===== src/hw/rtl/sud_pkg.sv =====
// ----------------------------------------------------------------------------
// sud_pkg: shared types and constants of the integer divider
// Holds the operand width and the word that travels through the pipeline.
// ----------------------------------------------------------------------------
package sud_pkg;

   // Operand and result width in bits.
   localparam int DATA_WIDTH = 32;

   // Division modes carried by the mode bit of a request word.
   localparam logic MODE_UNSIGNED = 1'b0;
   localparam logic MODE_SIGNED   = 1'b1;

   // Working word of one pipeline stage of the restoring divider.
   // quo_div starts as the dividend magnitude; each stage shifts one dividend
   // bit out at the top and one quotient bit in at the bottom.
   typedef struct packed {
      logic [DATA_WIDTH-1:0] rem;      // partial remainder
      logic [DATA_WIDTH-1:0] quo_div;  // remaining dividend bits and quotient bits
      logic [DATA_WIDTH-1:0] dsr_mag;  // divisor magnitude
      logic                  rem_neg;  // negate the remainder at the end
      logic                  quo_neg;  // negate the quotient at the end
      logic                  div_zero; // divisor was zero
   } div_stage_type;

endpackage


===== src/hw/rtl/sud_div_stage.sv =====
// ----------------------------------------------------------------------------
// sud_div_stage: one registered step of the restoring divider
// Shifts one dividend bit into the partial remainder, tries a subtraction of
// the divisor and records one quotient bit.
// ----------------------------------------------------------------------------
module sud_div_stage import sud_pkg::*; (
   input  logic          clock,
   input  logic          reset,
   input  logic          advance,
   input  logic          in_valid,
   input  div_stage_type in_stage,
   output logic          out_valid,
   output div_stage_type out_stage
);

   logic [DATA_WIDTH:0]   shifted;
   logic [DATA_WIDTH+1:0] diff;
   logic                  fits;
   div_stage_type         stage_in;
   div_stage_type         stage_ff;
   logic                  valid_ff;

   // Trial subtraction of the divisor from the shifted partial remainder.
   always_comb begin
      shifted = {in_stage.rem, in_stage.quo_div[DATA_WIDTH-1]};
      diff    = {1'b0, shifted} - {2'b00, in_stage.dsr_mag};
      fits    = ~diff[DATA_WIDTH+1];

      stage_in         = in_stage;
      stage_in.rem     = fits ? diff[DATA_WIDTH-1:0] : shifted[DATA_WIDTH-1:0];
      stage_in.quo_div = {in_stage.quo_div[DATA_WIDTH-2:0], fits};
   end

   // Stage register; the whole pipeline holds while the output is blocked.
   always_ff @(posedge clock) begin
      if (reset) begin
         valid_ff <= 1'b0;
      end else if (advance) begin
         valid_ff <= in_valid;
      end
   end

   always_ff @(posedge clock) begin
      if (advance) begin
         stage_ff <= stage_in;
      end
   end

   assign out_valid = valid_ff;
   assign out_stage = stage_ff;

endmodule


===== config.mk =====
export PLATFORM = sky130hd
export DESIGN_NAME = sud_div_stage
export DESIGN_NICKNAME = d
export VERILOG_FILES = /design/src/hw/rtl/sud_pkg.sv /design/src/hw/rtl/sud_div_stage.sv
export SDC_FILE = /design/constraint.sdc
export NUM_CORES = 1
export LEC_CHECK = 0
export BUFFER_PORTS_ARGS = -buffer_cell sky130_fd_sc_hd__buf_2
export CAP_MARGIN = 20
export CORE_MARGIN = 2
export CORE_UTILIZATION = 50
export CTS_CLUSTER_SIZE = 10
export DETAILED_ROUTE_END_ITERATION = 7
export MAX_ROUTING_LAYER = met4
export PLACE_DENSITY = 0.78
export RECOVER_POWER = 100
export SETUP_SLACK_MARGIN = 0.05
export SYNTH_ARGS = -nofsm -noshare
export SYNTH_HDL_FRONTEND = slang
export SYNTH_SLANG_ARGS = --single-unit

===== constraint.sdc =====
create_clock -name clock -period 3.8 [get_ports clock]
set_input_delay 0.38 -clock clock [delete_from_list [all_inputs] [get_ports clock]]
set_output_delay 0.38 -clock clock [all_outputs]
set_load 0.005 [all_outputs]

==> run_results.csv, run 1 <==
group,metric,value,unit
synthesis,yosysTopAreaCellShare,0.5592,
run,max-cap-violations,1,
finish,drive_above_1_share,0.2579,
placed_design,place_inst,755,
global_routing,grt_antenna_before_repair,2,
synthesis,synthTopCellsByArea,"edfxtp_1 56%, ha_1 7.5%, mux2_1 5.5%",
timing,rsz0062_at_grt,"false",
timing,tightestPinTransition,1.907,ns
clocking,root_buffer,"clkbuf_8",
synthesis,ys.warnings.count,0,
clocking,cts_made_buffers,9,
clocking,htreeDepth,3,
finish,seq_area,2993,sq um
die,row_count,37,
global_routing,grt_pass1_wl,19.16,mm
die,die_area,11470,sq um
worst_setup_path,crit_path_start_kind,"input port",
timing,min_period,3.177,ns
timing,relSlewSlack,-0.2716,
worst_hold_path,hold_class,"input port to flip-flop",
run_status,status,"finished with violations",
clocking,cts_sinks,100,
synthesis,synth_seq_cells,100,
worst_setup_path,end_kind,"flip-flop",
placed_design,place_hpwl,9.789,mm
worst_setup_path,worst_ep_required_time,3.94,ns
timing,setup_viol,0,
synthesis,synth_nets,557,
finish,num-nets-final,767,
synthesis,avgSynthCellArea,12.63,sq um
worst_setup_path,path_max_fanout,4,
global_routing,grt_max_degree,91,
synthesis,async_flop_share,0,
die,initial_core_util,0.5150,
drt,ant_nets,0,
global_routing,grt-ovfl-total,0,
worst_setup_path,crit_arrival,3.31,ns
finish,nFillCells,844,
drt,dr.first_iter.drc_count,216,
die,core_area,10320,sq um
timing,drv_slew,81,
power_and_ir_drop,power_density,415.0,nW/um^2
die,die_x,107.1,um
synthesis,synth_edf_count,99,
finish,fin_cells,774,
timing,fin_crit_sh,0.8361,
global_routing,met3_usage,0.05228,
finish,syn2layout_area_growth,24.01,%
global_routing,grtUsageMet1,0.2554,
synthesis,yosysMostFrequentCell,"edfxtp_1",
power_and_ir_drop,peakVddDrop,0.2752,mV
clocking,clock_latency,0.37,ns
drt,drt-total-wl,12.69,mm
drt,vias_per_cell,5.287,
synthesis,synth_ff_type,"edfxtp_1",
drt,dr_total_vias,4092,
synthesis,ys_top_cells_by_count,"99 x edfxtp_1, 40 x inv_1, 32 x ha_1",
clocking,cts_buffer_depth,2,
synthesis,ys_types,59,
power_and_ir_drop,p_leak,0.002827,uW
drt,post-route-drc-count,0,
finish,multiInputGateArea,2105,sq um
synthesis,synth-seq-area-share,0.5630,
global_routing,busiest_layer,"met2",
clocking,cts_resized,0,
drt,drtPass1Iterations,4,
global_routing,grt_pass1_vias,4002,
drt,wl_per_cell,16.39,um
worst_setup_path,timing.setup.critical_path_class,"input port to flip-flop",
placed_design,gp_congestion,0.8944,
clocking,holdBufCountCts,0,
timing,whs,0.1440,ns
placed_design,numPortBuffers,202,
timing,fin_skew,0,ns
timing,tns,0,ns
run_status,failed_checks,"max-capacitance violations, max-slew violations",
timing,hold_viol,0,
die,fp.dieH,107.1,um
power_and_ir_drop,power,2736,uW
timing,fmax,314.7,MHz
synthesis,synth_cells,421,
clocking,path_clk_slew,0.10,ns
die,io_pins,203,
clocking,cts_setup_buffers,0,
global_routing,grt_usage,0.2217,
global_routing,use_met2,0.3938,
finish,final_util,0.6386,
synthesis,syn_area,5316,sq um
clocking,cts_tree,"yes",
synthesis,yosys.area.top_type,"edfxtp_1",
per-stage QoR:
| stage | instance area, sq um | setup WS (ns) |
|---|---|---|
| 6_report | 6593 | 0.6228 |
| 5_1_grt | 6593 | 0.4977 |
| 4_1_cts | 6691 | 0.7674 |
| 3_5_place_dp | 6475 | 0.3495 |
| 3_3_place_gp | 6475 | 0.4335 |
| 2_1_floorplan | 5316 | 0.7538 |
power by group:
group | switching, uW | leakage, uW | total, uW | internal [uW]
clock | 413 | 0.000109 | 734 | 322
sequential | 31.0 | 0.000977 | 1390 | 1360
combinational | 334 | 0.00174 | 614 | 280
total | 778 | 0.00283 | 2740 | 1960
critical path, stage by stage:
cell and delay, ns:
buf_2 0.09, inv_1 0.06, ha_1 0.19, inv_1 0.06
fa_1 0.42, a211oi_1 0.36, o211a_1 0.23, o31ai_1 0.13
o41a_1 0.45, a41oi_1 0.41, o21ai_1 0.10, a21boi_1 0.13
mux2_1 0.29
registers in the layout, indices dropped and copies added (netlist names):
register   count
out_valid      1
out_stage     99
cells by family after synthesis:
group	after synthesis	synth area share
AND/OR/NAND/NOR	85	0.07766
buffers and inverters	47	0.03719
multiplexers	33	0.06943
AO/OA/AOI/OAI	99	0.1342
XOR/XNOR	24	0.03954
flip-flops	100	0.5630
adder cells (fa/ha/maj)	33	0.07908
final cells by class:
cell class	count	share of cell area
diodes	2	0.0007592
inverters	40	0.02277
flip-flops and latches	100	0.4540
repair buffers	206	0.1446
multi-input cells	274	0.3192
clock buffers	9	0.01879
clock inverters	7	0.01404
well taps	136	0.02581
layout by cell type (no fill, tap or decap), types with 3 or more instances in the layout:
master	synthesis	layout
a211oi_1	4	4
a21boi_0	2	3
a21o_1	9	9
a21oi_1	27	27
a31oi_1	4	4
and2_1	4	4
and3_1	10	10
buf_2	2	137
clkbuf_1	2	65
clkbuf_8	0	9
edfxtp_1	99	99
ha_1	32	32
inv_1	40	40
mux2_1	26	26
mux2i_1	5	5
nand2_1	26	26
nand2b_1	3	3
nand3_1	5	5
nand4_1	3	3
nor2_1	16	16
nor2b_1	4	4
nor3_1	7	7
o211ai_1	4	4
o21a_1	4	4
o21ai_0	11	11
o21ai_1	4	4
o21bai_1	5	5
o31ai_1	4	6
xnor2_1	15	15
xor2_1	9	9
layer usage:
metal  vias up  share of wire
met3        12          0.080
met5         -              0
li1       1998              -
met1      1909           0.39
met2       173           0.52
met4         0         0.0083
final timing paths:
kind / from / to / slack, ns / depth (start not counted)
hold reg to reg: out_valid / out_valid / 0.51 / 2
setup / recovery: in_stage[66] / out_stage[95] / 0.62 / 13
setup reg to reg: out_valid / out_valid / 3.19 / 2
hold / removal: reset / out_valid / 0.14 / 2
No activity file was read; power rests on OpenSTA's default activity.
==> run 2: changes to the inputs <==
- clock period: 3.8 -> 3.1 ns (I/O delays scaled with it)
==> run_results.csv, run 2 (same netlist as run 1, synthesis figures left out) <==
group,metric,value,unit
timing,whs,0.08312,ns
timing,fmax,346.2,MHz
worst_setup_path,path_max_fanout,3,
finish,final_cell_mix,"131 x buf_2, 99 x edfxtp_1, 72 x clkbuf_1",
drt,drt-total-wl,13.39,mm
global_routing,grt_antenna_before_repair,1,
run,max-cap-violations,1,
worst_setup_path,end_kind,"flip-flop",
global_routing,grt-ovfl-total,0,
timing,relSlewSlack,-0.07123,
drt,drtPass1Iterations,4,
timing,tightestPinTransition,1.607,ns
timing,setup_viol,0,
drt,wl_per_cell,17.02,um
timing,fin_crit_sh,0.9318,
global_routing,grt_pass1_wl,20.16,mm
global_routing,grt_usage,0.2336,
worst_hold_path,whs_path_depth,2,
finish,num-nets-final,781,
clocking,cts_setup_buffers,0,
timing,tns,0,ns
drt,ant_nets,0,
finish,drive_above_1_share,0.2708,
clocking,cts_made_buffers,9,
drt,dr.first_iter.drc_count,184,
global_routing,grt_pass1_vias,4153,
finish,layout_commonest_cell,"buf_2",
run_status,status,"finished with violations",
clocking,root_buffer,"clkbuf_8",
power_and_ir_drop,p_leak,0.002874,uW
worst_setup_path,crit_arrival,3.02,ns
worst_setup_path,worst_ep_required_time,3.23,ns
timing,hold_viol,0,
finish,largest_reg_flops,99,
die,fp.dieH,107.1,um
clocking,holdBufCountCts,0,
timing,min_period,2.889,ns
worst_setup_path,crit_path_start_kind,"input port",
die,row_count,37,
drt,vias_per_cell,5.335,
timing,rsz0062_at_grt,"false",
drt,dr_total_vias,4199,
placed_design,numPortBuffers,202,
global_routing,grt_max_degree,62,
die,core_area,10320,sq um
clocking,htreeDepth,3,
die,initial_core_util,0.5150,
clocking,cts_resized,0,
finish,syn2layout_area_growth,25.63,%
power_and_ir_drop,peakVddDrop,0.2963,mV
clocking,path_clk_slew,0.11,ns
clocking,cts_buffer_depth,2,
timing,fin_skew,0,ns
power_and_ir_drop,power_density,495.2,nW/um^2
die,io_pins,203,
run_status,failed_checks,"max-capacitance violations, max-slew violations",
clocking,clock_latency,0.37,ns
clocking,cts_sinks,100,
drt,post-route-drc-count,0,
die,die_x,107.1,um
worst_setup_path,timing.setup.critical_path_class,"input port to flip-flop",
placed_design,place_hpwl,10.33,mm
placed_design,gp_congestion,0.8786,
clocking,cts_tree,"yes",
worst_setup_path,reg2reg_depth,2,
die,die_area,11470,sq um
worst_hold_path,hold_class,"input port to flip-flop",
timing,drv_slew,62,
run 2: cell types whose count changed in the layout (fill, tap and decap cells not counted), moves of 2 or more:
| cell | delta |
|---|---|
| buf_2 | -6 |
| buf_4 | +11 |
| clkbuf_1 | +7 |
| clkbuf_2 | +2 |
| o31ai_1 | -2 |
| o31ai_2 | +2 |
run 2: report_power, final:
| group | internal (uW) | switching, uW | total [uW] |
|---|---|---|---|
| Clock | 312 | 507 | 819 |
| Sequential | 1660 | 40.5 | 1700 |
| Combinational | 365 | 421 | 786 |
run 2: routing by layer:
| metal | vias up | routed length (um) | global-route usage |
|---|---|---|---|
| li1 | 2037 | - | - |
| met1 | 1978 | 5057 | 0.2488 |
| met2 | 164 | 7101 | 0.4272 |
| met3 | 20 | 1033 | 0.05897 |
| met4 | 0 | 199 | 0.06772 |
| met5 | - | 0 | - |
run 2: final cells by class:
type,count,area (sq um)
fillers,856,3645
flip-flops and latches,100,2993
multi-input cells,274,2113
repair buffers,220,1059
well taps,136,170.2
inverters,40,150.1
clock buffers,9,123.9
clock inverters,7,67.56
diodes,1,2.502
run 2: worst paths after layout:
check | from | to | slack (ns)
min | reset | out_valid | 0.08
max reg2reg | out_valid | out_valid | 2.50
min reg2reg | out_valid | out_valid | 0.51
max | in_stage[66] | out_stage[93] | 0.21
run 2: critical path: stages:
cell,delay (ns)
buf_2,0.09
inv_1,0.06
ha_1,0.19
inv_1,0.06
fa_1,0.38
a211oi_1,0.31
o211a_1,0.24
o31ai_2,0.09
a221o_1,0.36
a2111oi_2,0.41
o21bai_2,0.10
xor2_1,0.15
mux2_4,0.26
run 2: through the flow:
step | setup slack, ns | instance area [sq um] | std cells | power, uW | util
5_1_grt | 0.03116 | 6679 | 787 | 3457 | 0.6470
2_1_floorplan | 0.1238 | 5316 | 421 | 2172 | -
4_1_cts | 0.2439 | 6817 | 786 | 3359 | 0.6603
6_report | 0.2114 | 6679 | 787 | 3308 | 0.6470
3_5_place_dp | -0.1510 | 6625 | 770 | 2550 | 0.6417
3_3_place_gp | -0.1024 | 6625 | 770 | 2520 | 0.6417
==> run 3: changes to the inputs <==
- BUFFER_PORTS_ARGS: -buffer_cell sky130_fd_sc_hd__buf_2 -> -buffer_cell sky130_fd_sc_hd__clkbuf_2
==> run_results.csv, run 3 (same netlist as run 1, synthesis figures left out) <==
group,metric,value,unit
timing,drv_slew,40,
worst_setup_path,r2r_slack,2.49,ns
worst_setup_path,crit_path_start_kind,"input port",
power_and_ir_drop,netSwitchingFraction,0.2934,
power_and_ir_drop,p_int,2340,uW
run_status,failed_checks,"max-capacitance violations, max-slew violations",
worst_setup_path,crit_arrival,3.08,ns
drt,ant_nets,0,
die,die_x,107.1,um
die,row_count,37,
placed_design,gp_congestion,0.9018,
power_and_ir_drop,power_frac_clock,0.247,
power_and_ir_drop,p_seq_frac,0.514,
placed_design,numPortBuffers,202,
clocking,holdBufCountCts,0,
drt,drt-total-wl,13.32,mm
timing,fin_skew,0,ns
global_routing,grt_pass1_vias,4249,
clocking,path_clk_slew,0.10,ns
clocking,clock_latency,0.37,ns
run_status,status,"finished with violations",
drt,dr_total_vias,4216,
clocking,cts_resized,0,
timing,rsz0062_at_grt,"false",
timing,fmax,339.9,MHz
placed_design,place_hpwl,10.43,mm
global_routing,grt_pass1_wl,20.68,mm
die,fp.dieH,107.1,um
die,initial_core_util,0.5150,
die,io_pins,203,
finish,multiInputGateArea,2113,sq um
clocking,cts_tree,"yes",
clocking,cts_made_buffers,9,
clocking,cts_buffer_depth,2,
finish,antennaDiodeCount,0,
finish,largest_reg_flops,99,
timing,relSlewSlack,-0.4872,
timing,tightestPinTransition,2.231,ns
global_routing,grt_usage,0.2412,
power_and_ir_drop,power,3311,uW
worst_hold_path,hold_class,"input port to flip-flop",
finish,final_cell_area,6673,sq um
worst_setup_path,r2r-start,"out_valid",
placed_design,place_area,6625,sq um
worst_setup_path,worstSetupEndpoint,"out_stage[95]",
worst_setup_path,end_kind,"flip-flop",
drt,vias_per_cell,5.364,
worst_setup_path,reg2reg_depth,2,
timing,setup_viol,0,
clocking,htreeDepth,3,
power_and_ir_drop,peakVddDrop,0.3135,mV
drt,dr.first_iter.drc_count,174,
finish,seq_area,2993,sq um
die,die_area,11470,sq um
run,max-cap-violations,1,
worst_setup_path,startpoint,"in_stage[66]",
die,core_area,10320,sq um
global_routing,grt_max_degree,62,
timing,fin_ws,0.1580,ns
clocking,cts_setup_buffers,0,
worst_setup_path,worst_ep_required_time,3.24,ns
finish,final_cell_mix,"114 x clkbuf_2, 99 x edfxtp_1, 87 x clkbuf_1",
drt,drtPass1Iterations,5,
worst_setup_path,timing.setup.critical_path_class,"input port to flip-flop",
worst_setup_path,path_max_fanout,3,
global_routing,grt-ovfl-total,0,
power_and_ir_drop,p_comb_frac,0.239,
placed_design,place_ws,-0.1383,ns
finish,num-nets-final,781,
drt,wl_per_cell,16.95,um
finish,layout_commonest_cell,"clkbuf_2",
global_routing,grt_antenna_before_repair,0,
clocking,cts_sinks,100,
clocking,root_buffer,"clkbuf_8",
timing,min_period,2.942,ns
timing,fin_crit_sh,0.9490,
finish,drive_above_1_share,0.2400,
timing,hold_viol,0,
drt,post-route-drc-count,0,
power_and_ir_drop,switching_power,971.4,uW
power_and_ir_drop,p_leak,0.002853,uW
finish,syn2layout_area_growth,25.51,%
worst_setup_path,r2r_end,"out_valid",
finish,nFillCells,863,
power_and_ir_drop,power_density,496.2,nW/um^2
finish,final_util,0.6463,
==> run 3: cell types whose count changed in the layout (fill, tap and decap cells not counted), sizes merged <==
cell,delta
buf,-126
clkbuf,+126
clkinv,-1
clkinvlp,+1
diode,-1
==> run 3: metrics by stage <==
step	TNS [ns]	instances	hold slack, ns
2_1_floorplan	0	421	0.3824
3_3_place_gp	-0.2404	770	0.4667
3_5_place_dp	-0.5473	770	0.4737
4_1_cts	0	786	0.05815
5_1_grt	0	786	0.06530
6_report	0	786	0.07732
==> run 3: critical path, stage by stage <==
cell	delay, ns
clkbuf_2	0.08
inv_1	0.07
ha_1	0.18
inv_1	0.06
fa_1	0.39
a211oi_1	0.33
o211a_1	0.24
o31ai_1	0.11
o41a_1	0.41
a41oi_1	0.33
o21ai_0	0.13
a21boi_1	0.14
mux2_1	0.30
==> run 3: how the worst min path moves through the flow <==
stage	startpoint	endpoint	slack, ns	depth (start not counted)
global placement	reset	out_valid	0.47	2
global route	reset	out_valid	0.07	2
floorplan	reset	out_valid	0.38	1
finish	reset	out_valid	0.08	2
detailed placement	reset	out_valid	0.47	2
CTS	reset	out_valid	0.06	2
==> run 3: layout make-up <==
cell class	count	area share
clock buffer	9	0.01856
multi-input combinational	274	0.3167
tap	136	0.02550
timing repair buffer	220	0.1579
inverter	40	0.02250
clock inverter	7	0.01031
sequential	100	0.4485
==> run 3: power by group through the flow <==
stage                     Combinational, uW  Clock (uW)  Sequential, uW
final                                   791         818            1700
after global routing                    874         877            1720
after CTS                               828         847            1700
after detailed placement                822           0            1730
after global placement                  794           0            1730
after floorplan                         423           0            1750
==> run 3: layer usage <==
layer  global-route usage  share of wire  up-vias
met5                    -              0        -
met4               0.1039          0.021        0
met3              0.04924          0.074       22
met2               0.4272           0.52      158
met1               0.2621           0.38     2009
li1                     -              -     2027
